===== config.mk =====
export PLATFORM = sky130hd
export DESIGN_NAME = hmq_ram
export DESIGN_NICKNAME = d
export VERILOG_FILES = /design/src/design/hmq_ram.sv
export SDC_FILE = /design/constraint.sdc
export NUM_CORES = 1
export LEC_CHECK = 0
export BUFFER_PORTS_ARGS = -buffer_cell sky130_fd_sc_hd__buf_2
export CAP_MARGIN = 20
export CORE_ASPECT_RATIO = 2
export CORE_MARGIN = 2
export CORE_UTILIZATION = 57
export CTS_BUF_LIST = sky130_fd_sc_hd__clkbuf_2
export CTS_CLUSTER_DIAMETER = 60
export DETAILED_ROUTE_END_ITERATION = 6
export PLACE_DENSITY = 0.89
export SYNTH_ARGS = -nofsm -noshare
export SYNTH_HDL_FRONTEND = slang
export SYNTH_SLANG_ARGS = --single-unit

===== constraint.sdc =====
create_clock -name clk -period 1.5 [get_ports clk]
set_input_delay 0.075 -clock clk [delete_from_list [all_inputs] [get_ports clk]]
set_output_delay 0.075 -clock clk [all_outputs]
set_load 0.01 [all_outputs]

===== src/design/hmq_ram.sv =====
// Simple dual-port synchronous RAM, one write and one registered read port.
module hmq_ram #(
  parameter int W = 8,
  parameter int D = 16
) (
  input  logic                 clk,
  input  logic                 we,
  input  logic [$clog2(D)-1:0] waddr,
  input  logic [W-1:0]         wdata,
  input  logic                 re,
  input  logic [$clog2(D)-1:0] raddr,
  output logic [W-1:0]         rdata
);

  logic [W-1:0] mem [D];

  // Write port
  always_ff @(posedge clk) begin
    if (we) begin
      mem[waddr] <= wdata;
    end
  end

  // Read port, data held until the next read
  always_ff @(posedge clk) begin
    if (re) begin
      rdata <= mem[raddr];
    end
  end

endmodule


==> Implementation_results.wiki, run 1 <==
{| class="wikitable"
! Metric !! Value
|-
| Insertion delay to the later sink of the worst-skew pair || 0.67 ns
|-
| CP cell instances || mux4_1, a22oi_1, nand2_1
|-
| Top fanout value on the critical path || 1
|-
| Maximum number of pins on one net before global-route repair || 22
|-
| Avg Cell Area, Syn || 22.83 um2
|-
| Total die area || 9999 um2
|-
| Share of layout cells above drive strength 1 || 0.3397
|-
| Effective utilization at floorplan || 0.5840
|-
| WL per Instance || 24.04 um
|-
| Achievable frequency || 692.4 MHz
|-
| Cell with the largest stage delay on the worst path || mux4_1
|-
| Placed Cells incl. Taps || 374
|-
| CTS sink count || 136
|-
| Main combinational cell family by area after synthesis || multiplexers
|-
| Leak Pwr || 2.060 nW
|-
| Area of the core region || 8951 um2
|-
| Post-DP HPWL || 7.040 mm
|-
| Yosys cell types || 18
|-
| Commonest non-fill, non-tap cells in the layout || edfxtp_1 (136), buf_2 (26), buf_4 (23)
|-
| Data arrival time of the critical path || 1.89 ns
|-
| Peak supply drop || 0.001245 V
|-
| Worst-margin pin slew || 0.4500 ns
|-
| Number of buffers on the longest clock path || 2
|-
| Kind of start point of the critical path || register
|-
| RSZ-0062 raised after global routing || false
|-
| Post-layout utilization of the core || 0.6736
|-
| Sequential area share after synthesis || 0.7812
|-
| First-pass iteration count of the detailed router || 4
|-
| Reported max-cap violation count || 0
|-
| P per Cell Area || 1134 nW/um2
|-
| Setup CP Type || reg2reg
|-
| Count of final max-slew check failures || 0
|-
| Minimum clock period after layout || 1.444 ns
|-
| Crit share post-route || 0.9628
|-
| Hold/Removal Path Class || in2reg
|-
| Gpl congestion || 0.7749
|-
| Share of the synthesized area in compound gates (AO/OA/AOI/OAI) || 0.02298
|-
| Via count || 2543
|-
| Post-Synthesis Net Count || 248
|-
| TritonCTS clock tree || built
|-
| Result of the run || finished, final reports clean
|-
| Global-route wire length before repair || 15.22 mm
|-
| DIE HEIGHT || 139.4 um
|-
| Post-synthesis share of cell area spent on xor and xnor gates || 0
|-
| Leading cell type in the layout, fill and taps excluded || edfxtp_1
|-
| Number of setup buffers added after CTS || 0
|-
| Yosys synthesis warning count || 0
|-
| Final hold violations || 0
|-
| Final clock skew || 0.02463 ns
|-
| Flip-flop and latch count after synthesis || 136
|-
| Post-synth design cell area || 5228 um2
|-
| Final setup violation count || 0
|-
| Worst EP required || 1.94 ns
|-
| Clock-pin slew on the worst setup and hold paths || 0.17 ns
|-
| H-Tree Depth || 4
|-
| Vias/cell || 6.084
|-
| Worst slew margin relative to its limit || 0.7000
|-
| GRT Resource Usage Total || 0.2215
|-
| Count of port buffers added during placement || 26
|-
| Number of antenna-violating nets in the routed design || 0
|-
| Standard-cell rows || 49
|-
| Root Driver || clkbuf_2
|-
| Layout-stage area growth over the synthesis result || 15.34%
|-
| Area fraction in and, or, nand and nor cells after synthesis || 0.03135
|-
| Vias in the first global route || 2706
|-
| Post-synthesis mux area share || 0.1479
|-
| Number of antenna violations at the first check in global routing || 1
|-
| DRC Markers || 0
|-
| Number of top-level pins || 27
|-
| Number of non-filler instances in the completed layout || 418
|-
| Post-Syn Instances || 229
|-
| CP max stage delay || 0.56 ns
|-
| Adder-cell area share of the yosys netlist || 0
|-
| Count of nets after finishing || 323
|-
| Worst setup EP type || register
|-
| Grt total ovfl || 0
|-
| Detailed Route Iter0 Violations || 191
|-
| Num CTS Buffers || 17
|-
| Routed wire length || 10.05 mm
|-
| Die Width || 71.72 um
|}
[power by group]
group          internal (mW)  switching, mW
logic                  0.210          0.241
clock network          0.901           1.19
registers               4.27         0.0211
[metrics by stage]
step / cell area (um2) / total power, mW / setup TNS (ns) / setup WS, ns / hold WS [ns]
3_5_place_dp: 5657 / 4.805 / -0.6942 / -0.1359 / 0.4460
2_1_floorplan: 5233 / 4.603 / 0 / 0.1426 / 0.1739
4_1_cts: 6015 / 6.864 / 0 / 0.01943 / 0.003518
3_3_place_gp: 5657 / 4.777 / -0.2659 / -0.08571 / 0.4414
6_report: 6030 / 6.836 / 0 / 0.05576 / 0.06027
5_1_grt: 6030 / 7.047 / 0 / 0.008165 / 0.02637
[registers in the layout (all words and copies together), names as in the netlist]
register and flops:
mem 128, rdata 8
[worst max-delay path: cells and delay by family, from the launching register on]
| kind | cells | cell delay [ns] |
|---|---|---|
| AO/OA/AOI/OAI | 1 | 0.21 |
| multiplexers | 1 | 0.56 |
| flip-flops | 1 | 0.40 |
| AND/OR/NAND/NOR | 1 | 0.06 |
[path summary, 6_finish.rpt]
| kind | slack (ns) | start | endpoint | depth (start not counted) |
|---|---|---|---|---|
| worst max-delay path | 0.06 | mem[8][1] | rdata[1] | 3 |
| worst max register to register | 0.06 | mem[8][1] | rdata[1] | 3 |
| worst min-delay path | 0.06 | raddr[2] | rdata[1] | 5 |
| worst min register to register | 0.77 | mem[14][7] | rdata[7] | 3 |
[logic make-up (layout without fill, tap and decap cells)]
| kind of cell | count (synthesis) | in the layout |
|---|---|---|
| other | 0 | 1 |
| buffers and inverters | 10 | 96 |
| DFF | 136 | 136 |
| and+or+nand+nor | 35 | 35 |
| muxes | 32 | 32 |
| AOI/OAI and AO/OA | 16 | 16 |
[routing by layer]
layer | wire (um) | track usage | vias to the layer above
met1 | 3523 | 0.2410 | 1294
li1 | - | - | 1131
met4 | 215 | 0.1092 | 0
met5 | 0 | 0 | -
met3 | 487 | 0.05358 | 19
met2 | 5823 | 0.3923 | 99
[cell usage after synthesis, drive strengths merged]
library cell   count  area (um2)
edfxtp           136        4084
nand2              9       33.78
and2b              1       7.510
a22oi             16       120.1
buf                7       56.30
nand3b             2       15.01
nor2              13       48.80
nand2b             2       12.51
and2               1       6.260
clkdlybuf4s25      3       30.03
nor3               4       20.02
nor2b              1       6.260
or3b               1       8.760
nand3              1       5.000
mux4              32       773.2
[area by class of cell]
type	instances	area (um2)
antenna	1	2.502
clock buffer	19	95.09
clock inverter	11	132.6
fill	557	2922
multi-input combinational	83	1075
sequential	136	4084
tap	102	127.6
timing repair buffer	66	513.0
[what timing repair did]
| action | in CTS | in global routing |
|---|---|---|
| endpoints found under the setup margin | 0 | 4 |
| resized for setup | 0 | 6 |
| hold endpoints to repair | 170 | 0 |
| hold buffers | 13 | 0 |
No activity file was read; power rests on OpenSTA's default activity.
==> run 2, diff against run 1 <==
--- a/config.mk
+++ b/config.mk
@@ -14,6 +14,7 @@
 export CTS_CLUSTER_DIAMETER = 60
 export DETAILED_ROUTE_END_ITERATION = 6
 export PLACE_DENSITY = 0.89
+export SETUP_SLACK_MARGIN = 0.3
 export SYNTH_ARGS = -nofsm -noshare
 export SYNTH_HDL_FRONTEND = slang
 export SYNTH_SLANG_ARGS = --single-unit
==> Implementation_results.wiki, run 2 (synthesized netlist as in run 1, its figures left out) <==
{| class="wikitable"
! Metric !! Value
|-
| Standard-cell rows || 49
|-
| Worst slew margin relative to its limit || 0.7172
|-
| P per Cell Area || 1157 nW/um2
|-
| Count of nets after finishing || 319
|-
| Area of the core region || 8951 um2
|-
| WL per Instance || 23.15 um
|-
| Layout-stage area growth over the synthesis result || 15.10%
|-
| Top fanout value on the critical path || 1
|-
| DRC Markers || 0
|-
| Count of port buffers added during placement || 26
|-
| Die Width || 71.72 um
|-
| Worst-margin pin slew || 0.4234 ns
|-
| H-Tree Depth || 4
|-
| Root Driver || clkbuf_2
|-
| Final-layout worst hold slack || 0.06009 ns
|-
| Maximum number of pins on one net before global-route repair || 17
|-
| Global-route wire length before repair || 14.97 mm
|-
| Minimum clock period after layout || 1.438 ns
|-
| Register bank with the most flops || mem
|-
| Clock Power Share || 0.319
|-
| Post-DP HPWL || 6.911 mm
|-
| Data arrival time of the critical path || 1.84 ns
|-
| Count of final max-slew check failures || 0
|-
| Final hold violations || 0
|-
| Number of antenna violations at the first check in global routing || 1
|-
| Number of top-level pins || 27
|-
| RSZ-0062 raised after global routing || true
|-
| Vias/cell || 6.135
|-
| Reported max-cap violation count || 0
|-
| Insertion delay to the later sink of the worst-skew pair || 0.64 ns
|-
| Leak Pwr || 2.031 nW
|-
| Vias in the first global route || 2697
|-
| Num CTS Buffers || 17
|-
| CTS sink count || 136
|-
| Cell-internal power || 5.569 mW
|-
| Final setup violation count || 0
|-
| Number of setup buffers added after CTS || 0
|-
| Number of antenna-violating nets in the routed design || 0
|-
| Kind of start point of the critical path || register
|-
| Net switching power of the design || 1.393 mW
|-
| Routed wire length || 9.606 mm
|-
| Regs by FF count || mem (128), rdata (8)
|-
| TritonCTS clock tree || built
|-
| Worst setup EP type || register
|-
| Detailed Route Iter0 Violations || 216
|-
| Setup CP Type || reg2reg
|-
| Net switching share of the total power || 0.2001
|-
| Final clock skew || 0.02880 ns
|-
| Number of buffers on the longest clock path || 2
|-
| Total die area || 9999 um2
|-
| Number of flip-flops under the largest register name || 128
|-
| Share of layout cells above drive strength 1 || 0.3750
|-
| Peak supply drop || 0.0008835 V
|-
| GRT Resource Usage Total || 0.2150
|-
| Hold/Removal Path Class || in2reg
|-
| Fraction of power consumed by combinational cells || 0.064
|-
| PnR worst setup slack || 0.06208 ns
|-
| Via count || 2546
|-
| Worst-case setup slack after placement || -0.03413 ns
|-
| Grt total ovfl || 0
|-
| Clock-pin slew on the worst setup and hold paths || 0.18 ns
|-
| Crit share post-route || 0.9586
|-
| DIE HEIGHT || 139.4 um
|-
| Commonest non-fill, non-tap cells in the layout || edfxtp_1 (136), mux4_2 (29), buf_2 (26)
|-
| Achievable frequency || 695.4 MHz
|-
| Worst EP required || 1.90 ns
|-
| Sequential Power Share || 0.618
|-
| Gpl congestion || 0.7730
|-
| Effective utilization at floorplan || 0.5840
|-
| Result of the run || finished, final reports clean
|-
| Internal reg-to-reg setup slack || 0.06 ns
|-
| First-pass iteration count of the detailed router || 5
|-
| Leading cell type in the layout, fill and taps excluded || edfxtp_1
|}
[run 2: power groups by stage]
stage	clock network (mW)	logic (mW)	registers, mW
floorplan	0	0.238	4.39
global placement	0	0.403	4.38
detailed placement	0	0.419	4.39
CTS	2.26	0.446	4.30
global route	2.41	0.480	4.31
finish	2.22	0.442	4.30
[run 2: area by class of cell]
class / count / area, um2
multi-input combinational: 83 / 1057
fill: 559 / 2934
timing repair buffer: 62 / 490.5
clock inverter: 11 / 155.1
tap: 102 / 127.6
antenna: 1 / 2.502
sequential: 136 / 4084
clock buffer: 20 / 100.1
[run 2: metal layers]
| layer | global-route usage | vias up | part of all wire |
|---|---|---|---|
| li1 | - | 1119 | - |
| met1 | 0.2381 | 1299 | 0.34 |
| met2 | 0.3816 | 116 | 0.59 |
| met3 | 0.05503 | 12 | 0.059 |
| met4 | 0.09235 | 0 | 0.020 |
| met5 | 0 | - | 0 |
[run 2: critical path, stage by stage (launching register included)]
cell and delay (ns):
edfxtp_1 0.41, mux4_2 0.47, a22oi_1 0.25, nand2_1 0.07
[run 2: final timing paths]
check,cells past startpoint,end,start
worst max-delay path,3,rdata[3],mem[10][3]
worst min-delay path,4,mem[0][1],waddr[3]
worst max register to register,3,rdata[3],mem[10][3]
worst min register to register,3,rdata[0],mem[4][0]
[run 2: what timing repair did]
action	4_1_cts	5_1_grt
hold buffers	11	0
endpoints found under the hold margin	153	0
gates resized for setup	1	1
setup endpoints to repair	16	16
[run 2: per-stage QoR]
step                setup TNS, ns  cell area [um2]  total power [mW]  utilization  cells
floorplan                       0             5251             4.625            -    229
global placement         -0.02917             5639             4.785       0.6300    372
detailed placement        -0.1013             5639             4.808       0.6300    372
CTS                             0             6010             7.006       0.6714    414
global route                    0             6017             7.195       0.6722    415
finish                          0             6017             6.962       0.6722    415
==> run 3, diff against run 2 <==
--- a/config.mk
+++ b/config.mk
@@ -13,7 +13,7 @@
 export CTS_BUF_LIST = sky130_fd_sc_hd__clkbuf_2
 export CTS_CLUSTER_DIAMETER = 60
 export DETAILED_ROUTE_END_ITERATION = 6
-export PLACE_DENSITY = 0.89
+export PLACE_DENSITY_LB_ADDON = 0.2
 export SETUP_SLACK_MARGIN = 0.3
 export SYNTH_ARGS = -nofsm -noshare
 export SYNTH_HDL_FRONTEND = slang
==> Implementation_results.wiki, run 3 (synthesized netlist as in run 1, its figures left out) <==
{| class="wikitable"
! Metric !! Value
|-
| Number of antenna-violating nets in the routed design || 0
|-
| H-Tree Depth || 4
|-
| Commonest non-fill, non-tap cells in the layout || edfxtp_1 (136), mux4_2 (30), buf_2 (26)
|-
| Reported max-cap violation count || 0
|-
| Root Driver || clkbuf_2
|-
| Area taken by flip-flops and latches || 4084 um2
|-
| Worst EP required || 1.91 ns
|-
| Via count || 2465
|-
| TritonCTS clock tree || built
|-
| Filler Cell Count || 569
|-
| Worst slew margin relative to its limit || 0.6941
|-
| Reg-to-reg critical path endpoint || rdata[4]
|-
| Clock-pin slew on the worst setup and hold paths || 0.20 ns
|-
| Count of nets after finishing || 323
|-
| Share of layout cells above drive strength 1 || 0.3956
|-
| Regs by FF count || mem (128), rdata (8)
|-
| WL per Instance || 22.27 um
|-
| Leak Pwr || 2.020 nW
|-
| Hold/Removal Path Class || in2reg
|-
| Die Width || 71.72 um
|-
| CTS sink count || 136
|-
| Crit share post-route || 0.9351
|-
| Top fanout value on the critical path || 1
|-
| Post-layout utilization of the core || 0.6820
|-
| Final hold violations || 0
|-
| Leading cell type in the layout, fill and taps excluded || edfxtp_1
|-
| Number of antenna violations at the first check in global routing || 1
|-
| P per Cell Area || 1128 nW/um2
|-
| Effective utilization at floorplan || 0.5840
|-
| Register bank with the most flops || mem
|-
| Count of port buffers added during placement || 26
|-
| R2r worst-path depth || 3
|-
| Num CTS Buffers || 17
|-
| Setup CP Type || reg2reg
|-
| Min-Delay Startpoint || raddr[1]
|-
| Maximum number of pins on one net before global-route repair || 33
|-
| DRC Markers || 0
|-
| Insertion delay to the later sink of the worst-skew pair || 0.66 ns
|-
| Total die area || 9999 um2
|-
| Worst-margin pin slew || 0.4589 ns
|-
| Area of the core region || 8951 um2
|-
| Worst setup path startpoint || mem[11][4]
|-
| Worst setup EP type || register
|-
| Number of flip-flops under the largest register name || 128
|-
| Final clock skew || 0.03109 ns
|-
| Internal reg-to-reg setup slack || 0.1 ns
|-
| Count of final max-slew check failures || 0
|-
| Final setup violation count || 0
|-
| Area of the multi-input gates || 1089 um2
|-
| Detailed Route Iter0 Violations || 223
|-
| Vias/cell || 5.883
|-
| Achievable frequency || 712.9 MHz
|-
| Layout-stage area growth over the synthesis result || 16.78%
|-
| Number of setup buffers added after CTS || 0
|-
| Gpl congestion || 0.7296
|-
| Data arrival time of the critical path || 1.81 ns
|-
| GRT Resource Usage Total || 0.2121
|-
| RSZ-0062 raised after global routing || true
|-
| Routed wire length || 9.330 mm
|-
| Final-layout worst hold slack || 0.1522 ns
|-
| Grt total ovfl || 0
|-
| Number of buffers on the longest clock path || 2
|-
| Kind of start point of the critical path || register
|-
| DIE HEIGHT || 139.4 um
|-
| Post-DP HPWL || 6.320 mm
|-
| Vias in the first global route || 2657
|-
| Standard-cell rows || 49
|-
| Final Power || 6.889 mW
|-
| Peak supply drop || 0.0009482 V
|-
| Endpoint of the worst setup timing path || rdata[4]
|-
| Global-route wire length before repair || 14.68 mm
|-
| Launch instance of the worst register-to-register path || mem[11][4]
|-
| Number of top-level pins || 27
|-
| First-pass iteration count of the detailed router || 4
|-
| Result of the run || finished, final reports clean
|-
| Minimum clock period after layout || 1.403 ns
|}
run 3: worst max-delay path: stages (launching register included):
cell,delay (ns)
edfxtp_1,0.40
mux4_2,0.49
a22oi_2,0.18
nand2_1,0.08
run 3: layout make-up:
cell class | count | area share
sequential | 136 | 0.6690
multi-input combinational | 83 | 0.1783
timing repair buffer | 66 | 0.09141
clock inverter | 14 | 0.02603
tap | 102 | 0.02091
clock buffer | 17 | 0.01394
antenna | 1 | 0.0004099
run 3: metrics by stage:
step | area (um2) | setup slack (ns) | TNS [ns] | cells
floorplan | 5251 | 0.2039 | 0 | 229
global placement | 5657 | -0.07361 | -0.1596 | 371
detailed placement | 5657 | -0.08610 | -0.2451 | 371
CTS | 6102 | 0.09559 | 0 | 418
global route | 6105 | 0.06240 | 0 | 419
finish | 6105 | 0.09732 | 0 | 419
run 3: what timing repair did:
item	CTS	global route
resized for setup	10	0
pin swaps	1	0
endpoints found under the hold margin	211	0
hold buffers	16	0
endpoints found under the setup margin	16	16
run 3: worst min path at each step:
stage | to | slack, ns | cells past startpoint
floorplan | mem[0][0] | 0.17 | 0
global placement | rdata[0] | 0.46 | 1
detailed placement | rdata[0] | 0.46 | 1
CTS | rdata[3] | 0.07 | 5
global route | rdata[1] | 0.09 | 5
finish | rdata[3] | 0.15 | 5
run 3: layer usage:
layer / GRT usage / share of wire
met2: 0.3767 / 0.59
met5: 0 / 0
met1: 0.2373 / 0.37
met3: 0.06445 / 0.036
met4: 0.07249 / 0.012
run 3: where the power goes:
part | total [mW] | internal (mW) | switching (mW)
Combinational | 0.469 | 0.224 | 0.244
Clock | 2.12 | 0.896 | 1.23
Sequential | 4.30 | 4.28 | 0.0207
